`config.mk`:
```
export PLATFORM = sky130hd
export DESIGN_NAME = priority_job_queue_unit
export DESIGN_NICKNAME = d
export VERILOG_FILES = /design/src/rtl/core/pjq_pkg.sv /design/src/rtl/core/pjq_store.sv /design/src/rtl/core/priority_job_queue_unit.sv
export SDC_FILE = /design/constraint.sdc
export NUM_CORES = 2
export LEC_CHECK = 0
export BUFFER_PORTS_ARGS = -buffer_cell sky130_fd_sc_hd__buf_2
export CAP_MARGIN = 20
export CORE_ASPECT_RATIO = 1.4
export CORE_MARGIN = 2
export CORE_UTILIZATION = 45
export DETAILED_ROUTE_END_ITERATION = 8
export PLACE_DENSITY = 0.71
export SLEW_MARGIN = 30
export SYNTH_ARGS = -nofsm -noshare
export SYNTH_HDL_FRONTEND = slang
export SYNTH_SLANG_ARGS = --single-unit
```
`constraint.sdc`:
```
create_clock -name clk -period 17.5 [get_ports clk]
set_clock_uncertainty 0.2 [all_clocks]
set_input_delay 0.875 -clock clk [delete_from_list [all_inputs] [get_ports clk]]
set_output_delay 0.875 -clock clk [all_outputs]
set_load 0.02 [all_outputs]
```
`src/rtl/core/pjq_pkg.sv`:
```
// pjq_pkg: shared types, constants and codes for the priority job queue
// no dependencies
`timescale 1ns / 1ps
package pjq_pkg;

    localparam int unsigned CAPACITY_DEF = 16;
    localparam int unsigned ID_W   = 32;
    localparam int unsigned PRI_W  = 8;
    localparam int unsigned TIME_W = 48;
    localparam int unsigned ST_W   = 3;

    typedef enum logic [1:0] {
        OP_INSERT = 2'd0,
        OP_POP    = 2'd1,
        OP_TAKE   = 2'd2,
        OP_LIST   = 2'd3
    } op_t;

    typedef enum logic [2:0] {
        ST_OK         = 3'd0,
        ST_NOT_QUEUED = 3'd1,
        ST_DUPLICATE  = 3'd2,
        ST_FULL       = 3'd3,
        ST_MISSING    = 3'd4
    } status_t;

    typedef enum logic [2:0] {
        S_IDLE,
        S_SCAN,
        S_DECIDE,
        S_OUT
    } state_t;

    // true if entry a runs before entry b
    function automatic logic runs_first(
        input logic [PRI_W-1:0]  pa,
        input logic [TIME_W-1:0] ta,
        input logic [ID_W-1:0]   ia,
        input logic [PRI_W-1:0]  pb,
        input logic [TIME_W-1:0] tb,
        input logic [ID_W-1:0]   ib
    );
        logic r;
        if (pa != pb)
        begin
            r = pa > pb;
        end
        else if (ta != tb)
        begin
            r = ta < tb;
        end
        else
        begin
            r = ia < ib;
        end
        return r;
    endfunction

endpackage

```
`src/rtl/core/pjq_store.sv`:
```
// pjq_store: slot memory for job entries, one read and one write port
// depends on pjq_pkg
`timescale 1ns / 1ps
module pjq_store #(
    parameter int unsigned CAPACITY = pjq_pkg::CAPACITY_DEF,
    parameter int unsigned IDX_W = (CAPACITY > 1) ? $clog2(CAPACITY) : 1
) (
    input  logic                          clk,
    input  logic                          wr_en,
    input  logic [IDX_W-1:0]              wr_idx,
    input  logic [pjq_pkg::ID_W-1:0]      wr_id,
    input  logic [pjq_pkg::PRI_W-1:0]     wr_pri,
    input  logic [pjq_pkg::TIME_W-1:0]    wr_time,
    input  logic [IDX_W-1:0]              rd_idx,
    output logic [pjq_pkg::ID_W-1:0]      rd_id,
    output logic [pjq_pkg::PRI_W-1:0]     rd_pri,
    output logic [pjq_pkg::TIME_W-1:0]    rd_time
);
    localparam int unsigned ENT_W = pjq_pkg::ID_W + pjq_pkg::PRI_W + pjq_pkg::TIME_W;

    logic [ENT_W-1:0] mem [CAPACITY];
    logic [ENT_W-1:0] rd_reg;

    // write port
    always_ff @(posedge clk)
    begin
        if (wr_en)
        begin
            mem[wr_idx] <= {wr_id, wr_pri, wr_time};
        end
    end

    // registered read port
    always_ff @(posedge clk)
    begin
        rd_reg <= mem[rd_idx];
    end

    assign rd_id   = rd_reg[ENT_W-1 -: pjq_pkg::ID_W];
    assign rd_pri  = rd_reg[pjq_pkg::TIME_W +: pjq_pkg::PRI_W];
    assign rd_time = rd_reg[pjq_pkg::TIME_W-1:0];
endmodule

```
`src/rtl/core/priority_job_queue_unit.sv`:
```
// priority_job_queue_unit: top level, sequencer plus one shared compare unit
// depends on pjq_pkg and pjq_store
// an accepted item's first result follows a scan of every slot and the decide state, later under out_stall
// a list gives one result per entry, each after its own slot scan
// one item in work at a time; each scan reads the slots one by one through the single store read port
// reset: asynchronous active low, clears valid bits, count and sequencer state
`timescale 1ns / 1ps
module priority_job_queue_unit #(
    parameter int unsigned CAPACITY = pjq_pkg::CAPACITY_DEF
) (
    input  logic                        clk,
    input  logic                        rst_n,
    input  logic                        in_valid,
    output logic                        in_stall,
    input  logic [1:0]                  operation,
    input  logic [pjq_pkg::ID_W-1:0]    job_id,
    input  logic [pjq_pkg::PRI_W-1:0]   job_priority,
    input  logic [pjq_pkg::TIME_W-1:0]  job_time,
    input  logic                        is_queued,
    output logic                        out_valid,
    input  logic                        out_stall,
    output logic [pjq_pkg::ST_W-1:0]    status,
    output logic [pjq_pkg::ID_W-1:0]    out_id,
    output logic [pjq_pkg::PRI_W-1:0]   out_priority,
    output logic [pjq_pkg::TIME_W-1:0]  out_time,
    output logic [$clog2(CAPACITY+1)-1:0] entry_count,
    output logic                        last
);
    localparam int unsigned IDX_W = (CAPACITY > 1) ? $clog2(CAPACITY) : 1;
    localparam int unsigned CNT_W = $clog2(CAPACITY + 1);
    localparam logic [IDX_W:0] LAST_IDX = (IDX_W+1)'(CAPACITY - 1);

    pjq_pkg::state_t state_reg, state_next;

    logic [CAPACITY-1:0] valid_reg, valid_next;
    logic [CAPACITY-1:0] done_reg, done_next;
    logic [CNT_W-1:0] count_reg, count_next;
    logic [CNT_W-1:0] emitted_reg, emitted_next;

    pjq_pkg::op_t op_reg, op_next;
    logic [pjq_pkg::ID_W-1:0]   id_reg, id_next;
    logic [pjq_pkg::PRI_W-1:0]  pri_reg, pri_next;
    logic [pjq_pkg::TIME_W-1:0] time_reg, time_next;
    logic queued_reg, queued_next;

    // scan counters: address issued and address whose data is back
    logic [IDX_W:0] addr_reg, addr_next;
    logic [IDX_W-1:0] chk_reg, chk_next;
    logic chk_on_reg, chk_on_next;

    // best / match tracker
    logic found_reg, found_next;
    logic [IDX_W-1:0] fidx_reg, fidx_next;
    logic [pjq_pkg::ID_W-1:0]   fid_reg, fid_next;
    logic [pjq_pkg::PRI_W-1:0]  fpri_reg, fpri_next;
    logic [pjq_pkg::TIME_W-1:0] ftime_reg, ftime_next;

    // output register
    logic ov_reg, ov_next;
    logic [pjq_pkg::ST_W-1:0] st_reg, st_next;
    logic [pjq_pkg::ID_W-1:0]   oid_reg, oid_next;
    logic [pjq_pkg::PRI_W-1:0]  opri_reg, opri_next;
    logic [pjq_pkg::TIME_W-1:0] otime_reg, otime_next;
    logic [CNT_W-1:0] ocnt_reg, ocnt_next;
    logic olast_reg, olast_next;

    logic [pjq_pkg::ID_W-1:0]   rd_id;
    logic [pjq_pkg::PRI_W-1:0]  rd_pri;
    logic [pjq_pkg::TIME_W-1:0] rd_time;
    logic wr_en;
    logic [IDX_W-1:0] wr_idx;
    logic free_found;
    logic [IDX_W-1:0] free_idx;
    logic accept_in;
    logic out_free;
    logic slot_ok;
    logic better;

    pjq_store #(.CAPACITY(CAPACITY), .IDX_W(IDX_W)) u_store (
        .clk     (clk),
        .wr_en   (wr_en),
        .wr_idx  (wr_idx),
        .wr_id   (id_reg),
        .wr_pri  (pri_reg),
        .wr_time (time_reg),
        .rd_idx  (addr_reg[IDX_W-1:0]),
        .rd_id   (rd_id),
        .rd_pri  (rd_pri),
        .rd_time (rd_time)
    );

    assign accept_in = in_valid && !in_stall;
    assign out_free  = !ov_reg || !out_stall;
    assign in_stall  = (state_reg != pjq_pkg::S_IDLE);

    // lowest free slot, priority encoder over valid bits
    always_comb
    begin
        free_found = 1'b0;
        free_idx   = '0;
        for (int i = CAPACITY - 1; i >= 0; i--)
        begin
            if (!valid_reg[i])
            begin
                free_found = 1'b1;
                free_idx   = IDX_W'(i);
            end
        end
    end

    // shared compare unit on the slot just read
    always_comb
    begin
        slot_ok = chk_on_reg && valid_reg[chk_reg] && !done_reg[chk_reg];
        better = !found_reg || pjq_pkg::runs_first(rd_pri, rd_time, rd_id,
                                                   fpri_reg, ftime_reg, fid_reg);
    end

    // next state
    always_comb
    begin
        state_next = state_reg;
        unique case (state_reg)
            pjq_pkg::S_IDLE:
            begin
                if (accept_in)
                begin
                    state_next = pjq_pkg::S_SCAN;
                end
            end
            pjq_pkg::S_SCAN:
            begin
                if (!chk_on_reg && addr_reg > LAST_IDX)
                begin
                    state_next = pjq_pkg::S_DECIDE;
                end
            end
            pjq_pkg::S_DECIDE:
            begin
                if (out_free)
                begin
                    state_next = pjq_pkg::S_OUT;
                end
            end
            pjq_pkg::S_OUT:
            begin
                if (op_reg == pjq_pkg::OP_LIST && emitted_reg != count_reg)
                begin
                    state_next = pjq_pkg::S_SCAN;
                end
                else
                begin
                    state_next = pjq_pkg::S_IDLE;
                end
            end
            default:
            begin
                state_next = pjq_pkg::S_IDLE;
            end
        endcase
    end

    // datapath and outputs
    always_comb
    begin
        valid_next   = valid_reg;
        done_next    = done_reg;
        count_next   = count_reg;
        emitted_next = emitted_reg;
        op_next      = op_reg;
        id_next      = id_reg;
        pri_next     = pri_reg;
        time_next    = time_reg;
        queued_next  = queued_reg;
        addr_next    = addr_reg;
        chk_next     = chk_reg;
        chk_on_next  = 1'b0;
        found_next   = found_reg;
        fidx_next    = fidx_reg;
        fid_next     = fid_reg;
        fpri_next    = fpri_reg;
        ftime_next   = ftime_reg;
        ov_next      = ov_reg && out_stall;
        st_next      = st_reg;
        oid_next     = oid_reg;
        opri_next    = opri_reg;
        otime_next   = otime_reg;
        ocnt_next    = ocnt_reg;
        olast_next   = olast_reg;
        wr_en        = 1'b0;
        wr_idx       = free_idx;
        unique case (state_reg)
            pjq_pkg::S_IDLE:
            begin
                if (accept_in)
                begin
                    op_next      = pjq_pkg::op_t'(operation);
                    id_next      = job_id;
                    pri_next     = job_priority;
                    time_next    = job_time;
                    queued_next  = is_queued;
                    done_next    = '0;
                    emitted_next = '0;
                    addr_next    = '0;
                    found_next   = 1'b0;
                end
            end
            pjq_pkg::S_SCAN:
            begin
                if (addr_reg <= LAST_IDX)
                begin
                    chk_on_next = 1'b1;
                    chk_next    = addr_reg[IDX_W-1:0];
                    addr_next   = addr_reg + 1'b1;
                end
                if (slot_ok)
                begin
                    if (op_reg == pjq_pkg::OP_POP || op_reg == pjq_pkg::OP_LIST)
                    begin
                        if (better)
                        begin
                            found_next = 1'b1;
                            fidx_next  = chk_reg;
                            fid_next   = rd_id;
                            fpri_next  = rd_pri;
                            ftime_next = rd_time;
                        end
                    end
                    else if (rd_id == id_reg && !found_reg)
                    begin
                        found_next = 1'b1;
                        fidx_next  = chk_reg;
                        fid_next   = rd_id;
                        fpri_next  = rd_pri;
                        ftime_next = rd_time;
                    end
                end
            end
            pjq_pkg::S_DECIDE:
            begin
                if (out_free)
                begin
                    ov_next    = 1'b1;
                    oid_next   = '0;
                    opri_next  = '0;
                    otime_next = '0;
                    olast_next = 1'b1;
                    st_next    = pjq_pkg::ST_OK;
                    ocnt_next  = count_reg;
                    unique case (op_reg)
                        pjq_pkg::OP_INSERT:
                        begin
                            if (!queued_reg)
                            begin
                                st_next = pjq_pkg::ST_NOT_QUEUED;
                            end
                            else if (found_reg)
                            begin
                                st_next = pjq_pkg::ST_DUPLICATE;
                            end
                            else if (!free_found)
                            begin
                                st_next = pjq_pkg::ST_FULL;
                            end
                            else
                            begin
                                wr_en                = 1'b1;
                                valid_next[free_idx] = 1'b1;
                                count_next           = count_reg + 1'b1;
                                ocnt_next            = count_reg + 1'b1;
                            end
                        end
                        pjq_pkg::OP_POP, pjq_pkg::OP_TAKE:
                        begin
                            if (!found_reg)
                            begin
                                st_next = pjq_pkg::ST_MISSING;
                            end
                            else
                            begin
                                valid_next[fidx_reg] = 1'b0;
                                count_next = count_reg - 1'b1;
                                ocnt_next  = count_reg - 1'b1;
                                oid_next   = fid_reg;
                                opri_next  = fpri_reg;
                                otime_next = ftime_reg;
                            end
                        end
                        pjq_pkg::OP_LIST:
                        begin
                            if (!found_reg)
                            begin
                                st_next = pjq_pkg::ST_MISSING;
                            end
                            else
                            begin
                                done_next[fidx_reg] = 1'b1;
                                emitted_next = emitted_reg + 1'b1;
                                olast_next = (emitted_reg + 1'b1) == count_reg;
                                oid_next   = fid_reg;
                                opri_next  = fpri_reg;
                                otime_next = ftime_reg;
                            end
                        end
                        default:
                        begin
                            st_next = pjq_pkg::ST_MISSING;
                        end
                    endcase
                end
            end
            pjq_pkg::S_OUT:
            begin
                addr_next  = '0;
                found_next = 1'b0;
                if (op_reg == pjq_pkg::OP_LIST && emitted_reg == '0)
                begin
                    emitted_next = count_reg;
                end
            end
            default:
            begin
            end
        endcase
    end

    // registers
    always_ff @(posedge clk or negedge rst_n)
    begin
        if (!rst_n)
        begin
            state_reg   <= pjq_pkg::S_IDLE;
            valid_reg   <= '0;
            count_reg   <= '0;
            ov_reg      <= 1'b0;
            chk_on_reg  <= 1'b0;
            found_reg   <= 1'b0;
            done_reg    <= '0;
            emitted_reg <= '0;
            addr_reg    <= '0;
        end
        else
        begin
            state_reg   <= state_next;
            valid_reg   <= valid_next;
            count_reg   <= count_next;
            ov_reg      <= ov_next;
            chk_on_reg  <= chk_on_next;
            found_reg   <= found_next;
            done_reg    <= done_next;
            emitted_reg <= emitted_next;
            addr_reg    <= addr_next;
        end
    end

    // payload registers
    always_ff @(posedge clk)
    begin
        op_reg     <= op_next;
        id_reg     <= id_next;
        pri_reg    <= pri_next;
        time_reg   <= time_next;
        queued_reg <= queued_next;
        chk_reg    <= chk_next;
        fidx_reg   <= fidx_next;
        fid_reg    <= fid_next;
        fpri_reg   <= fpri_next;
        ftime_reg  <= ftime_next;
        st_reg     <= st_next;
        oid_reg    <= oid_next;
        opri_reg   <= opri_next;
        otime_reg  <= otime_next;
        ocnt_reg   <= ocnt_next;
        olast_reg  <= olast_next;
    end

    assign out_valid    = ov_reg;
    assign status       = st_reg;
    assign out_id       = oid_reg;
    assign out_priority = opri_reg;
    assign out_time     = otime_reg;
    assign entry_count  = ocnt_reg;
    assign last         = olast_reg;

`ifndef SYNTHESIS
    // count always matches the number of valid bits
    a_count_match: assert property (@(posedge clk) disable iff (!rst_n)
        count_reg == CNT_W'($countones(valid_reg)))
        else $error("entry count does not match valid slots");

    // no new item while a previous one is still in work
    a_one_item: assert property (@(posedge clk) disable iff (!rst_n)
        state_reg != pjq_pkg::S_IDLE |-> in_stall)
        else $error("input taken while busy");

    // a result is only loaded into a free output register
    a_no_overwrite: assert property (@(posedge clk) disable iff (!rst_n)
        (ov_reg && out_stall) |=> ($stable(oid_reg) && $stable(st_reg)))
        else $error("stalled result overwritten");

    // a non-ok status carries no entry
    a_zero_on_err: assert property (@(posedge clk) disable iff (!rst_n)
        (ov_reg && st_reg != pjq_pkg::ST_OK) |-> (oid_reg == '0 && otime_reg == '0))
        else $error("error result carries entry data");
`endif
endmodule

```
[After elaboration in Yosys (flattened, before gate mapping)]
Memories as Yosys holds them, arrays and structs flattened. A register that Yosys moved wholly into a read port is not among the register bits.
Index checks and enable logic that the tools add are counted.
Operators by class
  add/sub/neg operators: 4
  magnitude comparators: 10
  eq/ne operators: 26
  muxes and demuxes: 105
  bitwise operators: 4
  reduce and logical (&&, ||, !) cells: 42
Operator list (number)
  $mux 48: 3
  $mux 16: 8
  $mux 32: 3
  $mux 4: 19
  $pmux 16 s2: 2
  $mux 5: 10
  $lt 48x48->1: 1
  $ne 48x48->1: 1
  $mux 1: 40
  $eq 32x32->1: 1
  $lt 32x32->1: 1
  $or 16x16->16: 2
  $pmux 5 s3: 2
  $ne 2x2->1 const B: 13
  $mux 8: 3
  $and 16x16->16: 1
  $not 16->16: 1
  $add 5x1->5 const B: 3
  $lt 4x5->1 const B: 3
  $mux 3: 4
  $pmux 3 s4: 1
  $logic_and 1x1->1: 10
  $pmux 5 s2: 1
  $reduce_and 2->1: 5
  other kinds (32): 53
Storage, ports and cells
  register bits after elaboration: 337
  memory bits (writable): 1408
  bits of input ports: 95
  memories: 1
Memories
  u_store.mem: words 16, bits a word 88, read ports 1, clocked after Yosys merged registers in 1, write ports 1, line pjq_store.sv:21  | logic [ENT_W-1:0] mem [CAPACITY];

[Longest topological paths before layout]
  word-level depth: 25
  mapped depth: 9

[By module]
From an unflattened synthesis, not the netlist that was laid out.
Second synthesis, totals
  cells, all modules: 3411
  area, all modules: 69385.3 µm²
By module, submodules not included
  pjq_store: times used 1, cells an instance 2256, area each 54354.6 µm²
  priority_job_queue_unit: times used 1, cells an instance 1155, area each 15030.7 µm²

[Worst setup path after synthesis]
Ideal clock, no wire load.
  kind: register -> register
  from: register ftime_reg[0] in the netlist's numbering
  to: register fid_reg[0] in the netlist's numbering, enable pin
  arrival time: 11.638 ns
  required time: 16.477 ns
  path slack: 4.838 ns
  cell stages (with the launch flop): 9
  path buffers: 0
  clock period less this slack: 12.662 ns
  cells stage by stage: edfxtp_1 ha_1 nand2b_1 a2111oi_2 nor3_1 a211oi_1 a2bb2oi_1 o211ai_1 a2111oi_1
On the way
  longest elaborated chain between the ends: 6
  elaborated cells between the ends (all ways): 7
Ends and longest elaborated chain
  start, declared: line priority_job_queue_unit.sv:56  | logic [pjq_pkg::TIME_W-1:0] ftime_reg, ftime_next;
  start signal, assigned: line priority_job_queue_unit.sv:368  | ftime_reg <= ftime_next;
  $lt 48x48->1 or $ne 48x48->1 (tied branches): line pjq_pkg.sv:50, pjq_pkg.sv:48
  $mux 1 *: line pjq_pkg.sv:48  | else if (ta != tb)
  $mux 1 *: line pjq_pkg.sv:44  | if (pa != pb)
  $logic_or 1x1->1 *: line priority_job_queue_unit.sv:115  | better = !found_reg || pjq_pkg::runs_first(rd_pri, rd_time, rd_id,
  $ne 2x2->1 (no line) *
  $reduce_and 4->1 (no line) *
  end signal, assigned: line priority_job_queue_unit.sv:366  | fid_reg <= fid_next;
  end, declared: line priority_job_queue_unit.sv:54  | logic [pjq_pkg::ID_W-1:0] fid_reg, fid_next;
Every way passes the cells marked *; elsewhere a longest branch is shown, timed or not.
A chain may end at the register's enable or synchronous reset.

[Worst setup path in the final report]
  from: register op_reg[0]
  to: memory u_store.mem[13][7] in the netlist's numbering, enable pin
On the way
  longest elaborated chain between the ends: 6
Ends and longest elaborated chain
  start, declared: line priority_job_queue_unit.sv:40  | pjq_pkg::op_t op_reg, op_next;
  start signal, assigned: line priority_job_queue_unit.sv:359  | op_reg <= op_next;
  $logic_not 2->1: line priority_job_queue_unit.sv:250  | unique case (op_reg)
  $mux 1: line priority_job_queue_unit.sv:250
  $mux 1: line priority_job_queue_unit.sv:241  | if (out_free)
  $mux 1: line priority_job_queue_unit.sv:192  | unique case (state_reg)
  $mux 1: line pjq_store.sv:27  | if (wr_en)
  $mux 1 (not written as such): line pjq_store.sv:29  | mem[wr_idx] <= {wr_id, wr_pri, wr_time};
  end, declared: line pjq_store.sv:21
No other way between the ends.

==> results.tsv <==
metric	value	unit
leading cell type by number of instances after synthesis	sky130_fd_sc_hd__edfxtp_1	
arrival time of the worst setup path	4.90	ns
capture point of the worst path	u_store.mem[13][7]	
cell count after placement	5287	
clock tree from TritonCTS	yes	
FF-to-FF path depth	8	
Final Instance Count excl. Fillers	5629	
DR vias	33200	
CP Buf/Inv Count	3	
I/O pin count	194	
Critical Path Sink Type	register	
kind of cell adding the most delay to the critical path	buffers and inverters	
CP peak stage delay	0.81	ns
DR pass1 iterations	7	
max-cap check violation count	0	
required time worst endpoint	17.70	ns
maximum buffer depth of the clock tree	3	
number of vias per cell after detailed routing	5.90	
# setup viols final	0	
reg-to-reg startpoint	op_reg[0]	
share of Yosys cell area claimed by the top area cell type	73.3	%
Worst setup startpoint	op_reg[0]	
final RePlAce weighted congestion	0.868	
die footprint	157000	µm²
number of DRC markers after the initial detailed-route iteration	3756	
setup tns final	0	ns
netlist area before placement	69300	µm²
DPL Wire Length	89.3	mm
starting utilization of the core area	45.3	%
clock input transition at the sequential cells of the worst setup and hold paths	0.06	ns
net switching fraction of the power	26.6	%
layout cell share with drive strength beyond 1	27.3	%
Clock Latency Late Sink	0.81	ns
internal power component	8.35	mW
net count after synthesis	3390	
synthesized instance count	3193	
flip-flop count of the largest register, all copies and words added	1408	
Final Hold Violating Endpoints	0	
number of buffers created by CTS	170	
share of power burned in the clock network	33.6	%
largest cells by area after synthesis	sky130_fd_sc_hd__edfxtp_1, sky130_fd_sc_hd__mux4_2, sky130_fd_sc_hd__dfxtp_1, sky130_fd_sc_hd__dfrtp_1, sky130_fd_sc_hd__ha_1	
synthesis-stage register bit count	1832	
Unique masters post-synth	66	
total length of routed wires	158	mm
peak clock frequency supported by timing	213	MHz
synth cell count leaders	sky130_fd_sc_hd__edfxtp_1, sky130_fd_sc_hd__mux4_2, sky130_fd_sc_hd__inv_1, sky130_fd_sc_hd__ha_1, sky130_fd_sc_hd__nor3_1	
part of the power in combinational logic	17.4	%
Die Ht	468	µm
total number of placement rows	170	
area added between synthesis and finish	13.9	%
number of nets in the finished design	3698	
final worst path period share	26.8	%
Synth Area per Inst	21.7	µm²
Worst path depth	8	
cells resized by post-CTS repair	0	
Slowest cell on crit path	sky130_fd_sc_hd__buf_4	
Tightest Pin Transition	1.03	ns
Cell Chain, Critical Path	inv_1, ha_4, nand2_1, nor4_1, nand3b_1, nor2_4, buf_4, buf_4	
crit-path most repeated cell	sky130_fd_sc_hd__buf_4	
sequential cell fraction of total power	49.1	%
overall overflow remaining after global route	0	
antenna violations before repair	8	
unrepaired setup endpoints after global routing	no	
Pleak	25.4	nW
die outline width	336	µm
worst slew margin relative to its limit	31.4	%
number of enable flip-flop cells after synthesis	1692	
cell type with the highest aggregate area in the netlist	sky130_fd_sc_hd__edfxtp_1	
highest net fanout along the worst path	48	
fraction of the yosys area taken by sequential cells	77.7	%
number of buffers inserted to repair setup after CTS	0	
register-to-register path setup slack	12.80	ns
type of the tightest min-delay check	input pin to register	
power per cell area	144	nW/µm²
CTS root buffer	sky130_fd_sc_hd__clkbuf_16	
time the final worst path needs with I/O delays and setup	4.70	ns
floorplan core area	153000	µm²
Async SR Flop Fraction	2.84	%
top flip-flop cell by instance count after synthesis	sky130_fd_sc_hd__edfxtp_1	
run status	complete, no violations	
kind of launch point of the worst setup path	register	
number of warning messages in the yosys log	0	
Hold-fix buffers, CTS	17	
largest net degree at the start of global routing	136	
total of buffers placed on input and output ports	193	
routed wire length per instance	28.2	µm
TritonCTS Sinks	1832	
Global Route Usage Sum	20.3	%
antenna-violating nets left	0	
fin. max-slew vios	0	
critical path start-end classification	register to register	
via count of the first global-routing pass	33700	
htree depth	4	
Post-route DRC	0	
number of fillers in the final layout	11700	
Net Sw Power	3.02	mW
reg-to-reg endpoint	u_store.mem[13][7]	
first-pass GRT wire length	231	mm
Worst IR Drop VDD	0.118	mV
## power by group through the flow
stage               registers, mW  logic [mW]  clock network (mW)
finish                       5.57        1.98                3.81
global route                 5.61        2.13                4.05
CTS                          5.57        2.00                3.88
detailed placement           5.66        1.98                   0
global placement             5.65        1.95                   0
floorplan                    5.56        1.38                   0
## cell type report
type	instances	area, µm²	share of cell area [%]
Timing Repair Buffer	272	1800	2.28
Sequential cell	1832	53900	68.2
Tap cell	1978	2470	3.13
Inverter	117	444	0.562
Antenna cell	4	10.0	0.0127
Multi-Input combinational cell	1108	14600	18.4
Clock inverter	91	1130	1.43
Clock buffer	227	4680	5.92
## cell usage in the layout (no fill, tap or decap), types with 22 or more instances in the layout
cell type | netlist | routed
sky130_fd_sc_hd__a21oi_1 | 56 | 56
sky130_fd_sc_hd__buf_2 | 34 | 193
sky130_fd_sc_hd__buf_4 | 0 | 40
sky130_fd_sc_hd__bufinv_16 | 0 | 22
sky130_fd_sc_hd__clkbuf_1 | 75 | 38
sky130_fd_sc_hd__clkbuf_16 | 0 | 172
sky130_fd_sc_hd__clkinv_2 | 0 | 30
sky130_fd_sc_hd__dfrtp_1 | 52 | 48
sky130_fd_sc_hd__dfxtp_1 | 88 | 88
sky130_fd_sc_hd__edfxtp_1 | 1692 | 1692
sky130_fd_sc_hd__ha_1 | 102 | 101
sky130_fd_sc_hd__inv_1 | 117 | 115
sky130_fd_sc_hd__mux4_2 | 440 | 440
sky130_fd_sc_hd__nand2_1 | 54 | 54
sky130_fd_sc_hd__nand4_1 | 27 | 27
sky130_fd_sc_hd__nor2_1 | 69 | 53
sky130_fd_sc_hd__nor3_1 | 98 | 98
sky130_fd_sc_hd__o21ai_0 | 58 | 58
sky130_fd_sc_hd__xnor2_1 | 22 | 22
## metal layers
| layer | vias to the layer above | GRT usage, % | share of wire (%) |
|---|---|---|---|
| met5 | - | 0 | 0 |
| met4 | 0 | 5.43 | 2.2 |
| met3 | 217 | 4.05 | 8.4 |
| met2 | 1581 | 32.5 | 48 |
| met1 | 17600 | 28.6 | 41 |
| li1 | 13800 | - | - |
## worst register-to-register path, cell delays in order, from the launching register on
cell and delay (ns):
sky130_fd_sc_hd__edfxtp_1 0.42, sky130_fd_sc_hd__inv_1 0.15, sky130_fd_sc_hd__ha_4 0.58, sky130_fd_sc_hd__nand2_1 0.23, sky130_fd_sc_hd__nor4_1 0.38, sky130_fd_sc_hd__nand3b_1 0.47, sky130_fd_sc_hd__nor2_4 0.22, sky130_fd_sc_hd__buf_4 0.79
sky130_fd_sc_hd__buf_4 0.83
## worst min-delay path by stage
stage | from | to | slack [ns] | cells after the start
finish | job_id[28] | id_reg[28] | 0.06 | 1
global route | job_id[28] | id_reg[28] | 0.02 | 1
CTS | job_time[40] | time_reg[40] | 0.0007 | 1
detailed placement | u_store.rd_reg[3] | ftime_reg[3] | 0.22 | 0
global placement | u_store.rd_reg[48] | fpri_reg[0] | 0.22 | 0
floorplan | u_store.rd_reg[48] | fpri_reg[0] | 0.21 | 0
## stage by stage
| step | area [µm²] | power [mW] | hold slack [ns] | util (%) | worst slack, ns |
|---|---|---|---|---|---|
| global route | 79000 | 11.8 | 0.0174 | 51.6 | 12.60 |
| CTS | 78900 | 11.5 | 0.000697 | 51.5 | 12.79 |
| detailed placement | 72900 | 7.64 | 0.223 | 47.6 | 12.84 |
| finish | 79000 | 11.4 | 0.0588 | 51.6 | 12.80 |
| floorplan | 69300 | 6.94 | 0.208 | - | 4.84 |
| global placement | 72800 | 7.60 | 0.216 | 47.5 | 12.67 |
## cells by family (layout without fill, tap and decap cells)
| kind of cell | after synthesis | count (layout) | share of synthesized area, % |
|---|---|---|---|
| other cells | 0 | 4 | 0 |
| compound gates | 197 | 197 | 1.75 |
| buf+inv | 253 | 707 | 1.51 |
| fa+ha+maj | 102 | 102 | 1.84 |
| xor+xnor | 40 | 40 | 0.505 |
| flops | 1832 | 1832 | 77.7 |
| simple gates | 323 | 323 | 2.33 |
| mux | 446 | 446 | 14.4 |
No activity file was read; power rests on OpenSTA's default activity.
